**src/design/ffsa_pkg.sv**
```systemverilog
// ffsa_pkg: shared types, constants and codes for the first-fit segment allocator
// no dependencies

package ffsa_pkg;

    localparam int MaxSegments = 32;
    localparam int AddrBits    = 16;
    localparam int IdxBits     = $clog2(MaxSegments);
    localparam int CntBits     = $clog2(MaxSegments + 1);

    localparam logic [15:0] MemoryReset = 16'd128;

    // result status codes
    localparam logic [2:0] ST_ADDED   = 3'd0;
    localparam logic [2:0] ST_GROWN   = 3'd1;
    localparam logic [2:0] ST_SHRUNK  = 3'd2;
    localparam logic [2:0] ST_REMOVED = 3'd3;
    localparam logic [2:0] ST_INVALID = 3'd4;
    localparam logic [2:0] ST_NOMEM   = 3'd5;

    typedef logic [AddrBits-1:0] addr_t;
    typedef logic [IdxBits-1:0]  idx_t;
    typedef logic [CntBits-1:0]  cnt_t;

    // one table entry
    typedef struct packed {
        logic        hole;
        logic [15:0] pid;
        addr_t       seg_begin;
        addr_t       seg_end;
    } seg_t;

    // port of the segment memory
    typedef struct packed {
        logic  rd_en;
        idx_t  rd_addr;
        logic  wr_en;
        idx_t  wr_addr;
        seg_t  wr_data;
    } mem_req_t;

    function automatic addr_t seg_len(seg_t s);
        seg_len = (s.seg_end >= s.seg_begin) ? addr_t'(s.seg_end - s.seg_begin) : '0;
    endfunction

endpackage

```
**src/design/ffsa_seg_ram.sv**
```systemverilog
// ffsa_seg_ram: single-port-write, single-port-read segment table memory
// depends on ffsa_pkg

module ffsa_seg_ram (
    input  logic              aclk,
    input  ffsa_pkg::mem_req_t req,
    output ffsa_pkg::seg_t    rd_data
);

    ffsa_pkg::seg_t mem [ffsa_pkg::MaxSegments];

    // write port
    always_ff @(posedge aclk) begin
        if (req.wr_en) begin
            mem[req.wr_addr] <= req.wr_data;
        end
    end

    // registered read port, a same-entry write is forwarded to the read
    always_ff @(posedge aclk) begin
        if (req.rd_en) begin
            if (req.wr_en && req.wr_addr == req.rd_addr) begin
                rd_data <= req.wr_data;
            end else begin
                rd_data <= mem[req.rd_addr];
            end
        end
    end

endmodule

```
**src/design/ffsa_ctrl.sv**
```systemverilog
// ffsa_ctrl: sequencer that scans, shifts and compacts the segment table
// depends on ffsa_pkg

module ffsa_ctrl (
    input  logic               aclk,
    input  logic               aresetn,
    input  logic [15:0]        memory_size,
    input  logic               s_valid,
    output logic               s_ready,
    input  logic [15:0]        s_process_id,
    input  logic signed [16:0] s_size_change,
    output logic               m_valid,
    input  logic               m_ready,
    output logic               m_ok,
    output logic [2:0]         m_status,
    output logic [15:0]        m_base_address,
    output logic [15:0]        m_free_total,
    output ffsa_pkg::mem_req_t mem_req,
    input  ffsa_pkg::seg_t     mem_rd
);

    // sequencer states
    localparam logic [4:0] S_IDLE    = 5'd0;
    localparam logic [4:0] S_FIND    = 5'd1;   // look for id
    localparam logic [4:0] S_DECIDE  = 5'd2;
    localparam logic [4:0] S_SPACE   = 5'd3;   // first fit scan
    localparam logic [4:0] S_LAST    = 5'd4;   // read last entry end
    localparam logic [4:0] S_TAILCHK = 5'd5;
    localparam logic [4:0] S_CMP     = 5'd6;   // compaction pass
    localparam logic [4:0] S_SHIFT   = 5'd7;   // move entries up by one
    localparam logic [4:0] S_PLACE   = 5'd8;
    localparam logic [4:0] S_FREE    = 5'd9;   // free total pass
    localparam logic [4:0] S_FREEEND = 5'd10;
    localparam logic [4:0] S_OUT     = 5'd11;
    localparam logic [4:0] S_SHRINK  = 5'd12;
    localparam logic [4:0] S_FAIL    = 5'd13;
    localparam logic [4:0] S_SPLIT   = 5'd14;

    localparam int CB = ffsa_pkg::CntBits;
    localparam int IB = ffsa_pkg::IdxBits;
    localparam ffsa_pkg::cnt_t CntMax = CB'(ffsa_pkg::MaxSegments);

    logic [4:0]           state_reg, state_next;
    ffsa_pkg::cnt_t       count_reg, count_next;
    ffsa_pkg::cnt_t       scan_reg, scan_next;     // entry whose data arrives now
    ffsa_pkg::cnt_t       wptr_reg, wptr_next;     // compaction write pointer
    logic                 pend_reg, pend_next;     // read data valid this cycle
    logic [15:0]          pid_reg, pid_next;
    logic signed [16:0]   delta_reg, delta_next;
    logic                 found_reg, found_next;
    ffsa_pkg::cnt_t       fidx_reg, fidx_next;
    ffsa_pkg::seg_t       fseg_reg, fseg_next;
    logic [17:0]          need_reg, need_next;
    logic                 grew_reg, grew_next;
    logic [15:0]          prev_reg, prev_next;
    logic                 retry_reg, retry_next;
    logic                 exact_reg, exact_next;
    ffsa_pkg::cnt_t       pos_reg, pos_next;
    ffsa_pkg::seg_t       pseg_reg, pseg_next;     // hole chosen, or carried entry
    ffsa_pkg::addr_t      last_reg, last_next;
    ffsa_pkg::addr_t      addr_reg, addr_next;
    logic [16:0]          sum_reg, sum_next;
    logic                 ok_reg, ok_next;
    logic [2:0]           status_reg, status_next;
    logic [15:0]          base_reg, base_next;
    logic                 mval_reg, mval_next;
    logic [15:0]          mfree_reg, mfree_next;
    logic [15:0]          mbase_reg, mbase_next;
    logic [2:0]           mstat_reg, mstat_next;
    logic                 mok_reg, mok_next;
    logic [1:0]           after_reg, after_next;   // what follows a shift pass

    localparam logic [1:0] AF_PLACE = 2'd0;
    localparam logic [1:0] AF_SPLIT = 2'd1;

    ffsa_pkg::addr_t usable;
    ffsa_pkg::addr_t rlen;
    logic            room;
    logic            busy;

    assign usable  = memory_size;
    assign rlen    = ffsa_pkg::seg_len(mem_rd);
    assign room    = count_reg < CntMax;
    assign busy    = state_reg != S_IDLE;
    assign s_ready = !busy && (!mval_reg || m_ready);

    assign m_valid        = mval_reg;
    assign m_ok           = mok_reg;
    assign m_status       = mstat_reg;
    assign m_base_address = mbase_reg;
    assign m_free_total   = mfree_reg;

    // sequencer
    always_comb begin
        ffsa_pkg::seg_t p;
        logic [17:0]    len18;
        state_next  = state_reg;
        count_next  = count_reg;
        scan_next   = scan_reg;
        wptr_next   = wptr_reg;
        pend_next   = 1'b0;
        pid_next    = pid_reg;
        delta_next  = delta_reg;
        found_next  = found_reg;
        fidx_next   = fidx_reg;
        fseg_next   = fseg_reg;
        need_next   = need_reg;
        grew_next   = grew_reg;
        prev_next   = prev_reg;
        retry_next  = retry_reg;
        exact_next  = exact_reg;
        pos_next    = pos_reg;
        pseg_next   = pseg_reg;
        last_next   = last_reg;
        addr_next   = addr_reg;
        sum_next    = sum_reg;
        ok_next     = ok_reg;
        status_next = status_reg;
        base_next   = base_reg;
        after_next  = after_reg;
        mval_next   = mval_reg && !m_ready;
        mfree_next  = mfree_reg;
        mbase_next  = mbase_reg;
        mstat_next  = mstat_reg;
        mok_next    = mok_reg;
        mem_req     = '0;
        p           = '0;
        len18       = '0;

        unique case (state_reg)
            // accept a transaction and start the id search
            S_IDLE: begin
                if (s_valid && s_ready) begin
                    pid_next   = s_process_id;
                    delta_next = s_size_change;
                    found_next = 1'b0;
                    grew_next  = 1'b0;
                    retry_next = 1'b0;
                    ok_next    = 1'b0;
                    status_next = ffsa_pkg::ST_INVALID;
                    base_next  = '0;
                    scan_next  = '0;
                    if (count_reg != '0) begin
                        mem_req.rd_en   = 1'b1;
                        mem_req.rd_addr = '0;
                        pend_next       = 1'b1;
                        state_next      = S_FIND;
                    end else begin
                        state_next = S_DECIDE;
                    end
                end
            end
            // walk the table for the id
            S_FIND: begin
                if (pend_reg && !mem_rd.hole && mem_rd.pid == pid_reg) begin
                    found_next = 1'b1;
                    fidx_next  = scan_reg;
                    fseg_next  = mem_rd;
                    state_next = S_DECIDE;
                end else if (scan_reg + 1'b1 < count_reg) begin
                    scan_next       = scan_reg + 1'b1;
                    mem_req.rd_en   = 1'b1;
                    mem_req.rd_addr = IB'(scan_reg + 1'b1);
                    pend_next       = 1'b1;
                end else begin
                    state_next = S_DECIDE;
                end
            end
            // branch on request kind
            S_DECIDE: begin
                if (found_reg) begin
                    len18 = 18'(ffsa_pkg::seg_len(fseg_reg));
                    if (delta_reg <= 0) begin
                        ok_next   = 1'b1;
                        base_next = fseg_reg.seg_begin;
                        if (delta_reg == 0 ||
                            $signed({1'b0, len18}) + 19'(delta_reg) <= 0) begin
                            p = fseg_reg;
                            p.hole = 1'b1;
                            mem_req.wr_en   = 1'b1;
                            mem_req.wr_addr = IB'(fidx_reg);
                            mem_req.wr_data = p;
                            status_next     = ffsa_pkg::ST_REMOVED;
                            state_next      = S_FREE;
                        end else begin
                            status_next = ffsa_pkg::ST_SHRUNK;
                            state_next  = S_SHRINK;
                        end
                    end else begin
                        p = fseg_reg;
                        p.hole = 1'b1;
                        mem_req.wr_en   = 1'b1;
                        mem_req.wr_addr = IB'(fidx_reg);
                        mem_req.wr_data = p;
                        grew_next = 1'b1;
                        prev_next = ffsa_pkg::seg_len(fseg_reg);
                        need_next = len18 + 18'(delta_reg);
                        state_next = S_SPACE;
                        scan_next  = '0;
                        if (count_reg != '0) begin
                            mem_req.rd_en   = 1'b1;
                            mem_req.rd_addr = '0;
                            pend_next       = 1'b1;
                        end
                    end
                end else if (delta_reg <= 0) begin
                    state_next = S_FREE;
                end else begin
                    need_next  = 18'(delta_reg);
                    state_next = S_SPACE;
                    scan_next  = '0;
                    if (count_reg != '0) begin
                        mem_req.rd_en   = 1'b1;
                        mem_req.rd_addr = '0;
                        pend_next       = 1'b1;
                    end
                end
                if (state_next == S_FREE) begin
                    scan_next = '0;
                    sum_next  = '0;
                    if (count_reg != '0) begin
                        mem_req.rd_en   = 1'b1;
                        mem_req.rd_addr = '0;
                        pend_next       = 1'b1;
                    end
                end
            end
            // shrink: write new end, then make a hole behind it if possible
            S_SHRINK: begin
                p = fseg_reg;
                p.seg_end = ffsa_pkg::addr_t'(17'(fseg_reg.seg_begin)
                            + 17'(ffsa_pkg::seg_len(fseg_reg)) + 17'(delta_reg));
                mem_req.wr_en   = 1'b1;
                mem_req.wr_addr = IB'(fidx_reg);
                mem_req.wr_data = p;
                pseg_next       = p;
                if (fidx_reg + 1'b1 < count_reg && room) begin
                    after_next      = AF_SPLIT;
                    scan_next       = count_reg - 1'b1;
                    pos_next        = fidx_reg + 1'b1;
                    mem_req.rd_en   = 1'b1;
                    mem_req.rd_addr = IB'(count_reg - 1'b1);
                    pend_next       = 1'b1;
                    state_next      = S_SHIFT;
                end else begin
                    state_next = S_FREE;
                    scan_next  = '0;
                    sum_next   = '0;
                    mem_req.rd_en   = 1'b1;
                    mem_req.rd_addr = '0;
                    pend_next       = 1'b1;
                end
            end
            S_SPLIT: begin
                p.hole      = 1'b1;
                p.pid       = pid_reg;
                p.seg_begin = pseg_reg.seg_end;
                p.seg_end   = ffsa_pkg::addr_t'(17'(fseg_reg.seg_begin)
                              + 17'(ffsa_pkg::seg_len(fseg_reg)));
                mem_req.wr_en   = 1'b1;
                mem_req.wr_addr = IB'(fidx_reg + 1'b1);
                mem_req.wr_data = p;
                count_next      = count_reg + 1'b1;
                state_next      = S_FREE;
                scan_next       = '0;
                sum_next        = '0;
                mem_req.rd_en   = 1'b1;
                mem_req.rd_addr = '0;
                pend_next       = 1'b1;
            end
            // first fit scan over holes
            S_SPACE: begin
                if (pend_reg && mem_rd.hole && 18'(rlen) >= need_reg &&
                    (18'(rlen) == need_reg || room)) begin
                    exact_next = 18'(rlen) == need_reg;
                    pos_next   = scan_reg;
                    pseg_next  = mem_rd;
                    if (18'(rlen) == need_reg || scan_reg + 1'b1 == count_reg) begin
                        state_next = S_PLACE;
                    end else begin
                        after_next      = AF_PLACE;
                        scan_next       = count_reg - 1'b1;
                        mem_req.rd_en   = 1'b1;
                        mem_req.rd_addr = IB'(count_reg - 1'b1);
                        pend_next       = 1'b1;
                        state_next      = S_SHIFT;
                    end
                end else if (pend_reg && scan_reg + 1'b1 < count_reg) begin
                    scan_next       = scan_reg + 1'b1;
                    mem_req.rd_en   = 1'b1;
                    mem_req.rd_addr = IB'(scan_reg + 1'b1);
                    pend_next       = 1'b1;
                end else begin
                    if (count_reg != '0) begin
                        last_next = pend_reg ? mem_rd.seg_end : last_reg;
                    end else begin
                        last_next = '0;
                    end
                    state_next = S_TAILCHK;
                end
            end
            // tail gap check, else compact or fail
            S_TAILCHK: begin
                if (room && last_reg <= usable &&
                    18'(usable - last_reg) >= need_reg) begin
                    exact_next = 1'b0;
                    pos_next   = count_reg;
                    pseg_next.seg_begin = last_reg;
                    state_next = S_PLACE;
                end else if (!retry_reg) begin
                    retry_next = 1'b1;
                    scan_next  = '0;
                    wptr_next  = '0;
                    addr_next  = '0;
                    if (count_reg != '0) begin
                        mem_req.rd_en   = 1'b1;
                        mem_req.rd_addr = '0;
                        pend_next       = 1'b1;
                        state_next      = S_CMP;
                    end else begin
                        state_next = S_SPACE;
                    end
                end else begin
                    state_next = S_FAIL;
                end
            end
            // compaction: pack processes from address zero
            S_CMP: begin
                if (pend_reg && !mem_rd.hole) begin
                    p.hole      = 1'b0;
                    p.pid       = mem_rd.pid;
                    p.seg_begin = addr_reg;
                    p.seg_end   = addr_reg + rlen;
                    mem_req.wr_en   = 1'b1;
                    mem_req.wr_addr = IB'(wptr_reg);
                    mem_req.wr_data = p;
                    addr_next = addr_reg + rlen;
                    wptr_next = wptr_reg + 1'b1;
                end
                if (scan_reg + 1'b1 < count_reg) begin
                    scan_next       = scan_reg + 1'b1;
                    mem_req.rd_en   = 1'b1;
                    mem_req.rd_addr = IB'(scan_reg + 1'b1);
                    pend_next       = 1'b1;
                end else begin
                    count_next = (pend_reg && !mem_rd.hole) ? wptr_reg + 1'b1 : wptr_reg;
                    last_next  = (pend_reg && !mem_rd.hole) ? addr_reg + rlen : addr_reg;
                    scan_next  = '0;
                    state_next = S_SPACE;
                    if (count_next != '0) begin
                        mem_req.rd_en   = 1'b1;
                        mem_req.rd_addr = '0;
                        pend_next       = 1'b1;
                    end
                end
            end
            // move entries pos..count-1 up by one, top down
            S_SHIFT: begin
                mem_req.wr_en   = 1'b1;
                mem_req.wr_addr = IB'(scan_reg + 1'b1);
                mem_req.wr_data = mem_rd;
                if (scan_reg > pos_reg) begin
                    scan_next       = scan_reg - 1'b1;
                    mem_req.rd_en   = 1'b1;
                    mem_req.rd_addr = IB'(scan_reg - 1'b1);
                    pend_next       = 1'b1;
                end else if (after_reg == AF_SPLIT) begin
                    state_next = S_SPLIT;
                end else begin
                    state_next = S_PLACE;
                end
            end
            // write the process entry (and the remaining hole)
            S_PLACE: begin
                p.hole      = 1'b0;
                p.pid       = pid_reg;
                p.seg_begin = pseg_reg.seg_begin;
                p.seg_end   = pseg_reg.seg_begin + ffsa_pkg::addr_t'(need_reg);
                if (exact_reg || pos_reg == count_reg || !pend_reg) begin
                    mem_req.wr_en   = 1'b1;
                    mem_req.wr_addr = IB'(pos_reg);
                    mem_req.wr_data = p;
                    if (!exact_reg) count_next = count_reg + 1'b1;
                    if (exact_reg || pos_reg == count_reg) begin
                        base_next   = p.seg_begin;
                        ok_next     = 1'b1;
                        status_next = grew_reg ? ffsa_pkg::ST_GROWN : ffsa_pkg::ST_ADDED;
                        state_next  = S_FREE;
                        scan_next   = '0;
                        sum_next    = '0;
                        mem_req.rd_en   = 1'b1;
                        mem_req.rd_addr = '0;
                        pend_next       = 1'b1;
                    end else begin
                        // the trailing hole is written on the return to this state
                        pend_next = 1'b1;
                    end
                end else begin
                    p = pseg_reg;
                    p.seg_begin = pseg_reg.seg_begin + ffsa_pkg::addr_t'(need_reg);
                    mem_req.wr_en   = 1'b1;
                    mem_req.wr_addr = IB'(pos_reg + 1'b1);
                    mem_req.wr_data = p;
                    base_next   = pseg_reg.seg_begin;
                    ok_next     = 1'b1;
                    status_next = grew_reg ? ffsa_pkg::ST_GROWN : ffsa_pkg::ST_ADDED;
                    state_next  = S_FREE;
                    scan_next   = '0;
                    sum_next    = '0;
                    mem_req.rd_en   = 1'b1;
                    mem_req.rd_addr = '0;
                    pend_next       = 1'b1;
                end
            end
            // no space after compaction
            S_FAIL: begin
                status_next = ffsa_pkg::ST_NOMEM;
                ok_next     = 1'b0;
                base_next   = '0;
                if (grew_reg && room) begin
                    p.hole      = 1'b0;
                    p.pid       = pid_reg;
                    p.seg_begin = last_reg;
                    p.seg_end   = last_reg + prev_reg;
                    mem_req.wr_en   = 1'b1;
                    mem_req.wr_addr = IB'(count_reg);
                    mem_req.wr_data = p;
                    count_next = count_reg + 1'b1;
                    base_next  = last_reg;
                end
                state_next = S_FREE;
                scan_next  = '0;
                sum_next   = '0;
                mem_req.rd_en   = 1'b1;
                mem_req.rd_addr = '0;
                pend_next       = 1'b1;
            end
            // sum hole lengths and the tail gap
            S_FREE: begin
                if (count_reg == '0) begin
                    sum_next   = 17'(usable);
                    state_next = S_OUT;
                end else begin
                    if (mem_rd.hole) sum_next = sum_reg + 17'(rlen);
                    if (scan_reg + 1'b1 < count_reg) begin
                        scan_next       = scan_reg + 1'b1;
                        mem_req.rd_en   = 1'b1;
                        mem_req.rd_addr = IB'(scan_reg + 1'b1);
                        pend_next       = 1'b1;
                    end else begin
                        last_next  = mem_rd.seg_end;
                        state_next = S_FREEEND;
                    end
                end
            end
            S_FREEEND: begin
                if (last_reg <= usable) begin
                    sum_next = sum_reg + 17'(usable - last_reg);
                end
                state_next = S_OUT;
            end
            // present the result
            S_OUT: begin
                if (!mval_reg || m_ready) begin
                    mval_next  = 1'b1;
                    mok_next   = ok_reg;
                    mstat_next = status_reg;
                    mbase_next = base_reg;
                    mfree_next = sum_reg[16] ? 16'hFFFF : sum_reg[15:0];
                    state_next = S_IDLE;
                end
            end
            default: begin
                state_next = S_IDLE;
            end
        endcase
    end

    // control registers
    always_ff @(posedge aclk) begin
        if (!aresetn) begin
            state_reg <= S_IDLE;
            count_reg <= '0;
            mval_reg  <= 1'b0;
            pend_reg  <= 1'b0;
        end else begin
            state_reg <= state_next;
            count_reg <= count_next;
            mval_reg  <= mval_next;
            pend_reg  <= pend_next;
        end
    end

    // working registers
    always_ff @(posedge aclk) begin
        scan_reg   <= scan_next;
        wptr_reg   <= wptr_next;
        pid_reg    <= pid_next;
        delta_reg  <= delta_next;
        found_reg  <= found_next;
        fidx_reg   <= fidx_next;
        fseg_reg   <= fseg_next;
        need_reg   <= need_next;
        grew_reg   <= grew_next;
        prev_reg   <= prev_next;
        retry_reg  <= retry_next;
        exact_reg  <= exact_next;
        pos_reg    <= pos_next;
        pseg_reg   <= pseg_next;
        last_reg   <= last_next;
        addr_reg   <= addr_next;
        sum_reg    <= sum_next;
        ok_reg     <= ok_next;
        status_reg <= status_next;
        base_reg   <= base_next;
        after_reg  <= after_next;
        mok_reg    <= mok_next;
        mstat_reg  <= mstat_next;
        mbase_reg  <= mbase_next;
        mfree_reg  <= mfree_next;
    end

endmodule

```
**src/design/first_fit_segment_allocator_top.sv**
```systemverilog
// first_fit_segment_allocator_top: top level, config register, sequencer and segment memory
// depends on ffsa_pkg, ffsa_ctrl, ffsa_seg_ram
//
//  channel   direction  handshake        payload
//  s_        in         s_valid/s_ready  s_process_id, s_size_change
//  m_        out        m_valid/m_ready  m_ok, m_status, m_base_address, m_free_total
//  cfg       in         cfg_we           cfg_wdata (memory_size)
//
// one transaction at a time; it takes about 2 to 6 passes over the segment count,
// each pass one memory read per entry
// the single read port of the segment memory is why each pass reads one entry at a time
// synchronous active-low reset clears the count; the table needs no clearing pass
// a result waiting on m_ready holds off the next transaction: s_ready stays low until it is taken

module first_fit_segment_allocator_top (
    input  logic               aclk,
    input  logic               aresetn,
    input  logic               cfg_we,
    input  logic [15:0]        cfg_wdata,
    input  logic               s_valid,
    output logic               s_ready,
    input  logic [15:0]        s_process_id,
    input  logic signed [16:0] s_size_change,
    output logic               m_valid,
    input  logic               m_ready,
    output logic               m_ok,
    output logic [2:0]         m_status,
    output logic [15:0]        m_base_address,
    output logic [15:0]        m_free_total
);

    logic [15:0]        memory_size_reg;
    ffsa_pkg::mem_req_t mem_req;
    ffsa_pkg::seg_t     mem_rd;

    // capacity register
    always_ff @(posedge aclk) begin
        if (!aresetn) begin
            memory_size_reg <= ffsa_pkg::MemoryReset;
        end else if (cfg_we) begin
            memory_size_reg <= cfg_wdata;
        end
    end

    ffsa_ctrl u_ctrl (
        .aclk           (aclk),
        .aresetn        (aresetn),
        .memory_size    (memory_size_reg),
        .s_valid        (s_valid),
        .s_ready        (s_ready),
        .s_process_id   (s_process_id),
        .s_size_change  (s_size_change),
        .m_valid        (m_valid),
        .m_ready        (m_ready),
        .m_ok           (m_ok),
        .m_status       (m_status),
        .m_base_address (m_base_address),
        .m_free_total   (m_free_total),
        .mem_req        (mem_req),
        .mem_rd         (mem_rd)
    );

    ffsa_seg_ram u_ram (
        .aclk    (aclk),
        .req     (mem_req),
        .rd_data (mem_rd)
    );

endmodule

```
**config.mk**
```make
export PLATFORM = sky130hd
export DESIGN_NAME = first_fit_segment_allocator_top
export DESIGN_NICKNAME = d
export VERILOG_FILES = /design/src/design/ffsa_pkg.sv /design/src/design/ffsa_seg_ram.sv /design/src/design/ffsa_ctrl.sv /design/src/design/first_fit_segment_allocator_top.sv
export SDC_FILE = /design/constraint.sdc
export NUM_CORES = 2
export LEC_CHECK = 0
export BUFFER_PORTS_ARGS = -buffer_cell sky130_fd_sc_hd__buf_4
export CORE_ASPECT_RATIO = 1.25
export CORE_MARGIN = 3
export CORE_UTILIZATION = 45
export CTS_CLUSTER_SIZE = 16
export DETAILED_ROUTE_END_ITERATION = 7
export REMOVE_ABC_BUFFERS = 1
export SYNTH_ARGS = -nofsm -noshare
export SYNTH_HDL_FRONTEND = slang
export SYNTH_HIERARCHICAL = 1
export SYNTH_SLANG_ARGS = --single-unit
```
**constraint.sdc**
```tcl
create_clock -name aclk -period 8.7 [get_ports aclk]
set_input_delay 2.61 -clock aclk [delete_from_list [all_inputs] [get_ports aclk]]
set_output_delay 2.61 -clock aclk [all_outputs]
set_load 0.005 [all_outputs]
```
==> metrics <==
path category of the worst min-delay check=flip-flop to flip-flop; tightest hold margin=421 ps; routed wire length=272000 um; Area growth syn-to-layout=15.7%; horizontal die dimension=403 um; FILL cells=roughly 16000; maximum vdd drop=201 uV; number of buffers on the longest clock path=3; CTS H-tree depth=4; clock tree from TritonCTS=done; final slew viol count=0; proportion of netlist area held by the largest area contributor=64.8%; worst skew pair latency=860 ps; dpl hpwl=183000 um; Initial Utilization=45.4%; final weighted congestion of routability-driven global placement=roughly 0.94; count of maximum capacitance violations=0; commonest cells in the synthesized netlist=edfxtp_1, mux2i_1, nand2_1; antenna-violating nets left=0; Yosys warning count=6; fin crit share=between 90% and 100%; critical path fanouts, max=19; post-detailed-route DRC marker count=0; power per cell area=299 nW/um^2; cells taking the most area after synthesis=edfxtp_1, mux2i_1, ha_1, a22oi_1, a21oi_1; endpoints failing hold=0; CP max stage cell=nor4_1; wire length of the first global-routing pass=392000 um; outcome=finished, final reports clean; maximum number of pins on one net before global-route repair=85; number of nets in the finished design=6786; timing-limited maximum frequency=around 120 MHz; std cell rows=between 150 and 200; Detailed Route Iter0 Violations=roughly 6600; detailed-route vias per instance=around 6.1; antenna violations before repair=6; Post-synth ARST share=0%; syn avg cell area=14.6 um^2; count of input and output buffers=91; peak per-stage delay on the critical path=580 ps; cell with the most instances after synthesis=edfxtp_1; Netlist cell types=a little over 100; static leakage power=34.6 nW; count of final setup violators=0; root buffer cell=clkbuf_16; clock-pin transition on the worst setup and hold timing paths=about 60 ps; post-layout power=30.7 mW; register bank with the most flops=u_ram/mem; vertical die dimension=503 um; via count=56300; sequential-to-total area share from yosys stat=65.5%; most instantiated flip-flop cell in the synthesis netlist=edfxtp_1; GRT Residual Overflow=0; overall track demand over capacity in global routing=26.5%; number of buffers inserted by hold repair at cts=0; number of search-and-repair iterations in the first detailed-routing pass=8; final critical delay including setup and external delays=8390 ps; Clock Skews=62.3 ps; number of enable flip-flop cells after synthesis=~1900; cell accounting for the most synthesized area=edfxtp_1; Num CTS Buffers=around 190; data required time at the worst endpoint=9290 ps; synthesized netlist cell count=6068; I/O pins=92; core box area=about 200000 um^2; startpoint type of the worst setup path=flip-flop; number of flip-flops in the largest register=about 1600; ratio of cells with drive above 1 in the final layout=14.6%; data arrival time of the worst path=8980 ps; area enclosed by the die boundary=203000 um^2; register bit total from synthesis=1944; slew at the pin with the worst max-slew slack=1240 ps; average routed wire per standard cell=29.6 um; setup TNS after final layout=0 ps; category of the most critical setup path=flip-flop to flip-flop; endpoint kind of the worst setup timing path=flip-flop; relative slew slack=16.8%; synthesized area=88800 um^2; TritonCTS Sinks=1944; vias in the first global route=55800
## report_power, final
group          total (mW)  internal [mW]  switching, mW
Combinational        9.94           3.74           6.19
Sequential           12.6           11.9          0.673
Clock                8.20           4.54           3.66
Total                30.7           20.2           10.5
## stage by stage
stage	cell area, um^2	worst slack, ps	instances	util [%]
finish	103000	312	9208	52.5
global route	103000	-2.84	9204	52.5
CTS	103000	49.9	9203	52.5
detailed placement	96500	115	8846	49.4
global placement	96500	55.3	8846	49.4
floorplan	87000	-56600	5763	-
## metal layers
layer,GRT usage (%),routed length [um],vias to the layer above
met4,8.90,9500,0
met3,4.20,20000,512
li1,-,-,24700
met2,44.4,132000,2500
met1,35.4,111000,28600
met5,0,0,-
## worst max-delay path, delay by kind of cell (launching register included)
family | cells | cell delay (ps)
fa+ha+maj | 3 | 1030
buf+inv | 5 | 730
simple gates | 9 | 2140
xor+xnor | 1 | 180
flops | 1 | 440
compound gates | 12 | 3580
## cell type report
type	instances	area, um^2	area share (%)
multi-input combinational	3581	28500	27.7
clock inverter	112	1190	1.15
clock buffer	245	4980	4.85
sequential	1944	58100	56.6
antenna	5	12.5	0.0122
timing repair buffer	521	5840	5.68
tap	2562	3210	3.12
inverter	238	893	0.870
## worst paths after layout
| kind | start | endpoint | slack (ps) | depth (start not counted) |
|---|---|---|---|---|
| min | u_ctrl/base_reg[0]$_DFFE_PP_ | u_ctrl/m_base_address[0]$_DFFE_PP_ | 420 | 0 |
| min reg2reg | u_ctrl/base_reg[0]$_DFFE_PP_ | u_ctrl/m_base_address[0]$_DFFE_PP_ | 420 | 0 |
| max | u_ram/rd_data[0]$_DFFE_PP_ | u_ram/rd_data[1]$_DFFE_PP_ | 310 | 30 |
| max reg2reg | u_ram/rd_data[0]$_DFFE_PP_ | u_ram/rd_data[1]$_DFFE_PP_ | 310 | 30 |
## cells in the final DEF (no fill, tap or decap), types with 39 or more instances in the layout
master / synthesis / routed
buf_4: 28 / 367
a21oi_1: 266 / 264
edfxtp_1: 1916 / 1916
xor2_1: 76 / 76
nor2_1: 211 / 168
nand2_1: 320 / 318
o41ai_2: 49 / 48
a222oi_1: 40 / 40
o22ai_1: 71 / 71
inv_1: 233 / 232
ha_1: 231 / 231
nor3_1: 50 / 47
a22oi_1: 242 / 242
clkinv_1: 5 / 41
a22o_1: 99 / 99
xnor2_1: 113 / 113
nor2_4: 0 / 39
a21o_1: 79 / 79
o21ai_0: 188 / 172
clkbuf_1: 168 / 54
a221oi_1: 109 / 109
mux2i_1: 818 / 818
clkbuf_16: 0 / 191
buf_12: 5 / 154
nand3_1: 79 / 78
## timing repair
item | CTS | global route
gates resized for setup | 0 | 4
setup endpoints to repair | 0 | 49
buffers inserted | 0 | 0
## logic make-up after synthesis
group,after synthesis,share of synthesized area (%)
AO/OA/AOI/OAI,1415,11.7
XOR/XNOR,190,1.89
multiplexers,834,9.43
buffers and inverters,543,3.01
adder cells (fa/ha/maj),255,3.80
flip-flops,1944,65.5
AND/OR/NAND/NOR,887,4.69
No activity file was read; power rests on OpenSTA's default activity.
